<file path="config.mk">
export PLATFORM = sky130hd
export DESIGN_NAME = sector_interleave_id_generator
export DESIGN_NICKNAME = d
export VERILOG_FILES = /design/src/sig_pkg.sv /design/src/sig_ram.sv /design/src/sig_ctrl.sv /design/src/sig_datapath.sv /design/src/sector_interleave_id_generator.sv
export SDC_FILE = /design/constraint.sdc
export NUM_CORES = 1
export LEC_CHECK = 0
export CAP_MARGIN = 20
export CELL_PAD_IN_SITES_DETAIL_PLACEMENT = 0
export CELL_PAD_IN_SITES_GLOBAL_PLACEMENT = 1
export CORE_UTILIZATION = 47
export CTS_BUF_LIST = sky130_fd_sc_hd__clkbuf_4 sky130_fd_sc_hd__clkbuf_8
export DETAILED_ROUTE_END_ITERATION = 8
export DONT_BUFFER_PORTS = 1
export MAX_ROUTING_LAYER = met4
export PLACE_DENSITY_LB_ADDON = 0.3
export SETUP_SLACK_MARGIN = 0.15
export SLEW_MARGIN = 20
export SYNTH_ARGS = -nofsm -noshare
export SYNTH_HDL_FRONTEND = slang
export SYNTH_HIERARCHICAL = 1
export SYNTH_SLANG_ARGS = --single-unit
</file>
<file path="constraint.sdc">
create_clock -name clk -period 6.6 [get_ports clk]
set_input_delay 0.99 -clock clk [delete_from_list [all_inputs] [get_ports clk]]
set_output_delay 0.99 -clock clk [all_outputs]
set_load 0.02 [all_outputs]
</file>
<file path="src/sig_pkg.sv">
`timescale 1ns / 1ps
// ----------------------------------------------------------------------------
// sig_pkg: shared types and constants of the sector interleave id generator
// Register indexes, field widths, reset values and the control/status
// structs that run between the controller and the datapath.
// ----------------------------------------------------------------------------
package sig_pkg;

  localparam int CFG_IDX_W  = 2;
  localparam int CFG_DATA_W = 12;
  localparam int SECTOR_W   = 6;
  localparam int CODE_W     = 4;
  localparam int BYTE_W     = 8;

  localparam logic [CFG_IDX_W-1:0] CFG_SECTORS_PER_TRACK = 2'd0;
  localparam logic [CFG_IDX_W-1:0] CFG_INTERLEAVE_STEP   = 2'd1;
  localparam logic [CFG_IDX_W-1:0] CFG_SECTOR_BYTES      = 2'd2;

  localparam logic [5:0]  RST_SECTORS_PER_TRACK = 6'd18;
  localparam logic [5:0]  RST_INTERLEAVE_STEP   = 6'd1;
  localparam logic [11:0] RST_SECTOR_BYTES      = 12'd512;

  // size code remap: the 1024-byte code folds onto the 768-byte code
  localparam logic [CODE_W-1:0] CODE_FOLD_FROM = 4'd4;
  localparam logic [CODE_W-1:0] CODE_FOLD_TO   = 4'd3;

  typedef struct packed {
    logic load;
    logic place;
    logic scan;
    logic emit;
    logic err;
  } cmd_t;

  typedef struct packed {
    logic bad;
    logic wrap;
    logic last_sec;
    logic scan_done;
    logic last_slot;
  } status_t;

endpackage

</file>
<file path="src/sig_ram.sv">
`timescale 1ns / 1ps
// ----------------------------------------------------------------------------
// sig_ram: generic single-port-write, single-port-read RAM
// One write and one registered read per cycle.
// ----------------------------------------------------------------------------
module sig_ram #(
  parameter int WIDTH = 6,
  parameter int DEPTH = 32
) (
  input  logic                                     clk,
  input  logic                                     we,
  input  logic [((DEPTH > 1) ? $clog2(DEPTH) : 1)-1:0] waddr,
  input  logic [WIDTH-1:0]                         wdata,
  input  logic [((DEPTH > 1) ? $clog2(DEPTH) : 1)-1:0] raddr,
  output logic [WIDTH-1:0]                         rdata
);

  logic [WIDTH-1:0] mem_r [DEPTH];
  logic [WIDTH-1:0] rdata_r;

  always_ff @(posedge clk) begin
    if (we) begin
      mem_r[waddr] <= wdata;
    end
    rdata_r <= mem_r[raddr];
  end

  assign rdata = rdata_r;

endmodule

</file>
<file path="src/sig_ctrl.sv">
`timescale 1ns / 1ps
// ----------------------------------------------------------------------------
// sig_ctrl: track format sequencer
// Steps through check, placement, free-slot scan and record emission, or gives an error record after a failed check.
// ----------------------------------------------------------------------------
module sig_ctrl (
  input  logic              clk,
  input  logic              rst_n,
  input  logic              start,
  output logic              busy,
  input  sig_pkg::status_t  st,
  output sig_pkg::cmd_t     cmd
);
  import sig_pkg::*;

  typedef enum logic [6:0] {
    S_IDLE  = 7'b0000001,
    S_CHECK = 7'b0000010,
    S_ERR   = 7'b0000100,
    S_PLACE = 7'b0001000,
    S_SCAN  = 7'b0010000,
    S_READ  = 7'b0100000,
    S_EMIT  = 7'b1000000
  } state_t;

  state_t state_r, state_nxt;

  always_comb begin
    state_nxt = state_r;
    cmd       = '0;
    case (state_r)
      S_IDLE: begin
        if (start) begin
          cmd.load  = 1'b1;
          state_nxt = S_CHECK;
        end
      end
      S_CHECK: begin
        state_nxt = st.bad ? S_ERR : S_PLACE;
      end
      S_ERR: begin
        cmd.err   = 1'b1;
        state_nxt = S_IDLE;
      end
      S_PLACE: begin
        cmd.place = 1'b1;
        if (st.last_sec) begin
          state_nxt = S_READ;
        end else if (st.wrap) begin
          state_nxt = S_SCAN;
        end
      end
      S_SCAN: begin
        cmd.scan = 1'b1;
        if (st.scan_done) begin
          state_nxt = S_PLACE;
        end
      end
      S_READ: begin
        state_nxt = S_EMIT;
      end
      S_EMIT: begin
        cmd.emit  = 1'b1;
        state_nxt = st.last_slot ? S_IDLE : S_READ;
      end
      default: begin
        state_nxt = S_IDLE;
      end
    endcase
  end

  always_ff @(posedge clk) begin
    if (!rst_n) begin
      state_r <= S_IDLE;
    end else begin
      state_r <= state_nxt;
    end
  end

  assign busy = (state_r != S_IDLE);

endmodule

</file>
<file path="src/sig_datapath.sv">
`timescale 1ns / 1ps
// ----------------------------------------------------------------------------
// sig_datapath: slot table, position arithmetic and record registers
// Holds the configuration, the occupancy bits and the sector RAM, and
// builds each ID record from the slot read back.
// ----------------------------------------------------------------------------
module sig_datapath #(
  parameter int MAX_SECTORS = 32
) (
  input  logic                                clk,
  input  logic                                rst_n,
  input  sig_pkg::cmd_t                       cmd,
  output sig_pkg::status_t                    st,
  input  logic                                cfg_valid,
  input  logic [sig_pkg::CFG_IDX_W-1:0]       cfg_index,
  input  logic [sig_pkg::CFG_DATA_W-1:0]      cfg_data,
  input  logic [sig_pkg::BYTE_W-1:0]          in_cylinder,
  input  logic [sig_pkg::BYTE_W-1:0]          in_head,
  output logic                                out_valid,
  output logic [sig_pkg::BYTE_W-1:0]          out_id_cylinder,
  output logic [sig_pkg::BYTE_W-1:0]          out_id_head,
  output logic [sig_pkg::SECTOR_W-1:0]        out_id_sector,
  output logic [sig_pkg::CODE_W-1:0]          out_size_code,
  output logic                                out_last_record,
  output logic                                out_bad_interleave
);
  import sig_pkg::*;

  localparam int CW = $clog2(MAX_SECTORS + 1);
  localparam int AW = (MAX_SECTORS > 1) ? $clog2(MAX_SECTORS) : 1;
  localparam int SW = CW + 1;

  logic [5:0]             spt_r;
  logic [5:0]             step_r;
  logic [11:0]            bytes_r;
  logic [BYTE_W-1:0]      cyl_r;
  logic [BYTE_W-1:0]      head_r;
  logic [CW-1:0]          n_r;
  logic [CW-1:0]          sec_r;
  logic [AW-1:0]          pos_r;
  logic [AW-1:0]          scan_r;
  logic                   phase_r;
  logic [AW-1:0]          k_r;
  logic [MAX_SECTORS-1:0] occ_r;

  logic                   out_valid_r;
  logic [BYTE_W-1:0]      out_cyl_r;
  logic [BYTE_W-1:0]      out_head_r;
  logic [SECTOR_W-1:0]    out_sector_r;
  logic [CODE_W-1:0]      out_code_r;
  logic                   out_last_r;
  logic                   out_bad_r;

  logic [CW-1:0]          n_sat;
  logic [SW-1:0]          pos_sum;
  logic [AW-1:0]          pos_wrapped;
  logic                   scan_free;
  logic                   scan_end;
  logic [CODE_W-1:0]      size_code;
  logic [SECTOR_W-1:0]    ram_rdata;

  always_comb begin
    if (32'(spt_r) > 32'(MAX_SECTORS)) begin
      n_sat = CW'(MAX_SECTORS);
    end else begin
      n_sat = CW'(spt_r);
    end
  end

  // step is below n on every path that uses the sum
  assign pos_sum     = SW'(pos_r) + SW'(step_r);
  assign pos_wrapped = AW'(pos_sum - SW'(n_r));
  assign scan_free   = !occ_r[scan_r];
  assign scan_end    = (SW'(scan_r) + SW'(1) == SW'(n_r));

  assign st.bad       = (step_r == 6'd0) || (32'(step_r) >= 32'(n_r));
  assign st.wrap      = (pos_sum >= SW'(n_r));
  assign st.last_sec  = (sec_r == n_r);
  assign st.scan_done = scan_free || (scan_end && phase_r);
  assign st.last_slot = (SW'(k_r) + SW'(1) == SW'(n_r));

  always_comb begin
    size_code = bytes_r[11:8];
    if (size_code == CODE_FOLD_FROM) begin
      size_code = CODE_FOLD_TO;
    end
  end

  sig_ram #(
    .WIDTH (SECTOR_W),
    .DEPTH (MAX_SECTORS)
  ) u_slot_ram (
    .clk   (clk),
    .we    (cmd.place),
    .waddr (pos_r),
    .wdata (SECTOR_W'(sec_r)),
    .raddr (k_r),
    .rdata (ram_rdata)
  );

  // configuration registers
  always_ff @(posedge clk) begin
    if (!rst_n) begin
      spt_r   <= RST_SECTORS_PER_TRACK;
      step_r  <= RST_INTERLEAVE_STEP;
      bytes_r <= RST_SECTOR_BYTES;
    end else if (cfg_valid) begin
      case (cfg_index)
        CFG_SECTORS_PER_TRACK: spt_r   <= cfg_data[5:0];
        CFG_INTERLEAVE_STEP:   step_r  <= cfg_data[5:0];
        CFG_SECTOR_BYTES:      bytes_r <= cfg_data;
        default: begin
        end
      endcase
    end
  end

  // occupancy bits and the output strobe
  always_ff @(posedge clk) begin
    if (!rst_n) begin
      occ_r       <= '0;
      out_valid_r <= 1'b0;
    end else begin
      out_valid_r <= cmd.emit || cmd.err;
      if (cmd.load) begin
        occ_r <= '0;
      end else if (cmd.place) begin
        occ_r[pos_r] <= 1'b1;
      end
    end
  end

  // placement walk and free-slot scan
  always_ff @(posedge clk) begin
    if (cmd.load) begin
      cyl_r  <= in_cylinder;
      head_r <= in_head;
      n_r    <= n_sat;
      sec_r  <= CW'(1);
      pos_r  <= '0;
      k_r    <= '0;
    end
    if (cmd.place) begin
      sec_r <= sec_r + CW'(1);
      if (st.wrap) begin
        scan_r  <= pos_wrapped;
        phase_r <= 1'b0;
      end else begin
        pos_r <= AW'(pos_sum);
      end
    end
    if (cmd.scan) begin
      if (scan_free) begin
        pos_r <= scan_r;
      end else if (scan_end) begin
        // second pass from slot 0; a full track falls back to slot 0
        if (phase_r) begin
          pos_r <= '0;
        end else begin
          scan_r  <= '0;
          phase_r <= 1'b1;
        end
      end else begin
        scan_r <= scan_r + AW'(1);
      end
    end
    if (cmd.emit) begin
      k_r <= k_r + AW'(1);
    end
  end

  // record register
  always_ff @(posedge clk) begin
    if (cmd.emit) begin
      out_cyl_r    <= cyl_r;
      out_head_r   <= head_r;
      out_sector_r <= occ_r[k_r] ? ram_rdata : '0;
      out_code_r   <= size_code;
      out_last_r   <= st.last_slot;
      out_bad_r    <= 1'b0;
    end else if (cmd.err) begin
      out_cyl_r    <= '0;
      out_head_r   <= '0;
      out_sector_r <= '0;
      out_code_r   <= '0;
      out_last_r   <= 1'b1;
      out_bad_r    <= 1'b1;
    end
  end

  assign out_valid          = out_valid_r;
  assign out_id_cylinder    = out_cyl_r;
  assign out_id_head        = out_head_r;
  assign out_id_sector      = out_sector_r;
  assign out_size_code      = out_code_r;
  assign out_last_record    = out_last_r;
  assign out_bad_interleave = out_bad_r;

endmodule

</file>
<file path="src/sector_interleave_id_generator.sv">
`timescale 1ns / 1ps
// ----------------------------------------------------------------------------
// sector_interleave_id_generator: floppy track format ID record builder
// Places logical sectors in an interleaved slot table and gives the ID
// records of one track in physical slot order.
// ----------------------------------------------------------------------------
// Pulse start while busy is low with the track's cylinder and head. The block
// places sectors 1..N one per cycle while no scan runs; after a wrap past the
// track end, unless that sector was the last, it scans forward one slot per
// cycle for a free slot. It then gives N records, each with a read state
// before its emit state, since each slot is fetched from the slot RAM through
// its registered read port. A bad interleave gives one error record through
// the check and error states. Each record is on the out_ ports for one cycle
// under out_valid and the receiver cannot stall it. Configuration is taken
// every cycle (cfg_ready stays high) and should only change while idle.
// ----------------------------------------------------------------------------
module sector_interleave_id_generator #(
  parameter int MAX_SECTORS = 32
) (
  input  logic                           clk,
  input  logic                           rst_n,
  input  logic                           start,
  output logic                           busy,
  input  logic [sig_pkg::BYTE_W-1:0]     in_cylinder,
  input  logic [sig_pkg::BYTE_W-1:0]     in_head,
  output logic                           out_valid,
  output logic [sig_pkg::BYTE_W-1:0]     out_id_cylinder,
  output logic [sig_pkg::BYTE_W-1:0]     out_id_head,
  output logic [sig_pkg::SECTOR_W-1:0]   out_id_sector,
  output logic [sig_pkg::CODE_W-1:0]     out_size_code,
  output logic                           out_last_record,
  output logic                           out_bad_interleave,
  input  logic                           cfg_valid,
  output logic                           cfg_ready,
  input  logic [sig_pkg::CFG_IDX_W-1:0]  cfg_index,
  input  logic [sig_pkg::CFG_DATA_W-1:0] cfg_data
);
  import sig_pkg::*;

  cmd_t    cmd;
  status_t st;

  assign cfg_ready = 1'b1;

  sig_ctrl u_ctrl (
    .clk   (clk),
    .rst_n (rst_n),
    .start (start),
    .busy  (busy),
    .st    (st),
    .cmd   (cmd)
  );

  sig_datapath #(
    .MAX_SECTORS (MAX_SECTORS)
  ) u_datapath (
    .clk                (clk),
    .rst_n              (rst_n),
    .cmd                (cmd),
    .st                 (st),
    .cfg_valid          (cfg_valid && cfg_ready),
    .cfg_index          (cfg_index),
    .cfg_data           (cfg_data),
    .in_cylinder        (in_cylinder),
    .in_head            (in_head),
    .out_valid          (out_valid),
    .out_id_cylinder    (out_id_cylinder),
    .out_id_head        (out_id_head),
    .out_id_sector      (out_id_sector),
    .out_size_code      (out_size_code),
    .out_last_record    (out_last_record),
    .out_bad_interleave (out_bad_interleave)
  );

  // a transfer out only follows a cycle of work on a track
  a_out_after_busy: assert property (@(posedge clk) disable iff (!rst_n)
    out_valid |-> $past(busy))
    else $error("record given without a track in progress");

  // the error record is always the final one
  a_bad_is_last: assert property (@(posedge clk) disable iff (!rst_n)
    (out_valid && out_bad_interleave) |-> out_last_record)
    else $error("bad interleave record not marked last");

  // no record directly follows the last record of a track; the next needs a new start
  a_quiet_after_last: assert property (@(posedge clk) disable iff (!rst_n)
    (out_valid && out_last_record) |=> !out_valid)
    else $error("record given after the last record");

  // an accepted track keeps the block busy
  a_start_busy: assert property (@(posedge clk) disable iff (!rst_n)
    (start && !busy) |=> busy)
    else $error("accepted track did not raise busy");

endmodule
</file>
==> impl_metrics.tcl <==
set metrics [dict create \
    rsz0062_at_grt "false" \
    synthCells 912 \
    synth_largest_area_cell "edfxtp_1" \
    fin_total_pwr_mw 4.40 \
    synth_edf_count 252 \
    drive_gt1_share_pct 19.5 \
    slew_viol_final 0 \
    nNetsFinal 999 \
    cp_data_required_time_ns 7.06 \
    fin_crit_sh_pct 59.6 \
    power.leakage_nw 5.38 \
    clock-sinks 326 \
    start_kind "flop" \
    grt_usage_pct 20.1 \
    wirelength_mm 28.9 \
    place.gp.congestion 0.787 \
    drc 0 \
    clkLatencyLatePin_ns 0.58 \
    netlist_area_mm2 0.0140 \
    hold_class "flop to flop" \
    finalSetupViolCount 0 \
    finalCriticalPeriod_ns 3.93 \
    drtAntennaViolNets 0 \
    coreArea_mm2 0.0290 \
    cap_violations 0 \
    cts-root-buf "clkbuf_8" \
    cp-end-kind "flop" \
    critical_path.cell_chain "ha_1 > nor2b_1 > o31a_1 > a21oi_1 > ha_1 > and3_1 > a221oi_1 > a21boi_1 > or2_2 > a32o_1" \
    netlist.area_leader.share_pct 54.0 \
    core.rowCount 62 \
    powerDensity_mw_per_mm2 285 \
    yosysSeqAreaShare_pct 64.6 \
    start_util_pct 48.3 \
    avgSynthCellArea_um2 15.4 \
    cts_tree "yes" \
    dieWidth_um 175 \
    tightest_slew_ns 1.12 \
    r2r_start "u_datapath/pos_r[2]$_DFF_P_" \
    die_area_mm2 0.0305 \
    slowest_delay_ns 0.89 \
    skew_ns 0.0123 \
    tns_ns 0 \
    vias 7758 \
    path_buf_inv 0 \
    grt_pass1_wl_mm 45.3 \
    cp_top_family "compound AO/OA/AOI/OAI gates" \
    finalHoldViolations 0 \
    min_from "u_datapath/spt_r[1]$_SDFFE_PN1P_" \
    synthesis.nets 968 \
    post_drt_wl_per_cell_um 21.1 \
    critPathMaxFanout 18 \
    cpMostUsedCell "ha_1" \
    placed_area_mm2 0.0144 \
    fillers 2403 \
    die_h_um 175 \
    cts_resized 0 \
    path_clk_slew_ns 0.06 \
    grt_antenna_before_repair 0 \
    hpwl_mm 18.4 \
    cts_setup_buffers 0 \
    cts_hold_buf 0 \
    slew-limit-headroom_pct 25.4 \
    clk_path_buf_depth 3 \
    worst_hold_slack_ns 0.461 \
    ys.flop_type "edfxtp_1" \
    ir_worst_vdd_v 0.000193 \
    status "finished, final reports clean" \
    drt-pass1-iter-count 7 \
    viasPerCell 5.67 \
    htree_levels 2 \
    fmax_mhz 254 \
    grt-ovfl-total 0 \
    synthToLayoutAreaGrowth_pct 10.3 \
    ys_types 70 \
    fin_area_mm2 0.0155 \
    crit_arrival_ns 4.40 \
    grt_pass1_vias 7807 \
    ys_seq_elements 326 \
    grt_start_max_net_pins 56 \
    yosys-top-cells-area "edfxtp_1 54%, mux4_2 11%, dfxtp_1 11%, nor2_1 2.4%, mux2i_1 2.0%" \
    ys_warn_count 6 \
    cp_slowest_cell "dfxtp_1" \
    diodes 0 \
    crit_start "u_datapath/pos_r[2]$_DFF_P_" \
    crit_type "flop to flop" \
    pin_count 65 \
    synthArstFlopShare_pct 0 \
    numPortBuffers 0 \
    drt_iter0_markers 646 \
    cts_buffers 51 \
]
-- metrics by stage --
step	std cells	setup WS (ns)	utilization (%)
2_1_floorplan	912	3.51	-
3_3_place_gp	1271	2.74	49.6
3_5_place_dp	1272	2.73	49.6
4_1_cts	1366	2.71	53.2
5_1_grt	1368	2.41	53.3
6_report	1368	2.67	53.3
-- tightest hold or removal path: cells and delay by family, from the launching register on --
family	cells	cell delay (ns)
simple gates	1	0.06
mux	1	0.06
flops	1	0.32
-- power breakdown --
| group | total [mW] | switching, mW | internal (mW) |
|---|---|---|---|
| Sequential | 2.33 | 0.0557 | 2.28 |
| Clock | 1.69 | 0.772 | 0.916 |
| Combinational | 0.378 | 0.209 | 0.170 |
-- worst paths after layout --
path	slack (ns)	depth (start not counted)	endpoint
worst max-delay path	2.67	10	u_datapath/scan_r[1]$_DFF_P_
worst min-delay path	0.46	2	u_datapath/spt_r[1]$_SDFFE_PN1P_
worst max register to register	2.67	10	u_datapath/scan_r[1]$_DFF_P_
worst min register to register	0.46	2	u_datapath/spt_r[1]$_SDFFE_PN1P_
-- state kept, by name, summed over array words and instances (netlist names), 6 cells and up --
register	flops
u_datapath/head_r	8
u_datapath/spt_r	6
u_datapath/occ_r	32
u_datapath/sec_r	6
u_datapath/out_id_sector	6
u_ctrl/state_r	7
u_datapath/step_r	6
u_datapath/u_slot_ram/rdata	6
u_datapath/cyl_r	8
u_datapath/out_id_head	8
u_datapath/out_id_cylinder	8
u_datapath/u_slot_ram/mem_r	192
u_datapath/n_r	6
-- layout by cell type, fill, tap and decap left out, types with 5 or more instances in the layout --
cell type	instances
a21o_1	9
a21oi_1	40
and2_1	31
buf_4	12
clkbuf_4	16
clkbuf_8	53
clkinv_1	18
dfxtp_1	74
edfxtp_1	252
ha_1	20
inv_1	23
mux2_2	12
mux2i_1	28
mux4_2	70
nand2_1	25
nand2b_1	8
nand3_1	13
nand3b_1	7
nand4_1	8
nor2_1	88
nor2b_1	31
nor3b_1	9
o211ai_1	7
o21ai_0	8
o2bb2ai_1	5
or2_2	5
xnor2_1	24
xor2_1	7
-- kinds of logic (layout without fill, tap and decap cells) --
group / count (synthesis) / count (layout) / share of synthesized area (%)
xor gates and xnor gates: 31 / 31 / 1.94
DFF: 326 / 326 / 64.6
AOI/OAI and AO/OA: 107 / 107 / 5.20
and+or+nand+nor: 252 / 252 / 9.77
adders and majority gates: 22 / 22 / 2.07
other: 1 / 1 / 0.0268
muxes: 112 / 112 / 14.4
buffers and inverters: 61 / 133 / 2.01
-- layout make-up --
type                       instances  area [um2]  area share [%]
inverter                          24        90.1           0.583
tap                              384         480            3.11
clock buffer                      69         850            5.50
sequential                       326        9050            58.6
clock inverter                    25         170            1.10
timing repair buffer              15         135           0.875
multi-input combinational        525        4680            30.3
-- Yosys cell counts (4+ instances only) --
master / count
nand2_1: 25
buf_6: 5
a21oi_1: 40
mux4_2: 70
and3_1: 4
buf_2: 6
buf_1: 5
nand4_1: 8
clkbuf_1: 19
or2_2: 5
o211ai_1: 7
and2_1: 31
mux2i_1: 28
o21ai_0: 8
a21o_1: 9
o2bb2ai_1: 5
nand2b_1: 8
dfxtp_1: 74
nor2_1: 88
nor3_1: 4
ha_1: 20
edfxtp_1: 252
inv_1: 23
mux2_2: 12
nor2b_1: 31
nor3b_1: 9
xor2_1: 7
nand3b_1: 7
xnor2_1: 24
nand3_1: 13
-- routing by layer --
metal | vias up | track usage (%) | wire length (um)
met5 | - | - | 0
met4 | 0 | 5.83 | 603
met3 | 54 | 3.61 | 1240
met2 | 192 | 31.5 | 14100
met1 | 3929 | 27.1 | 12900
li1 | 3583 | - | -
Note: power is estimated with default switching activity, not from simulation.
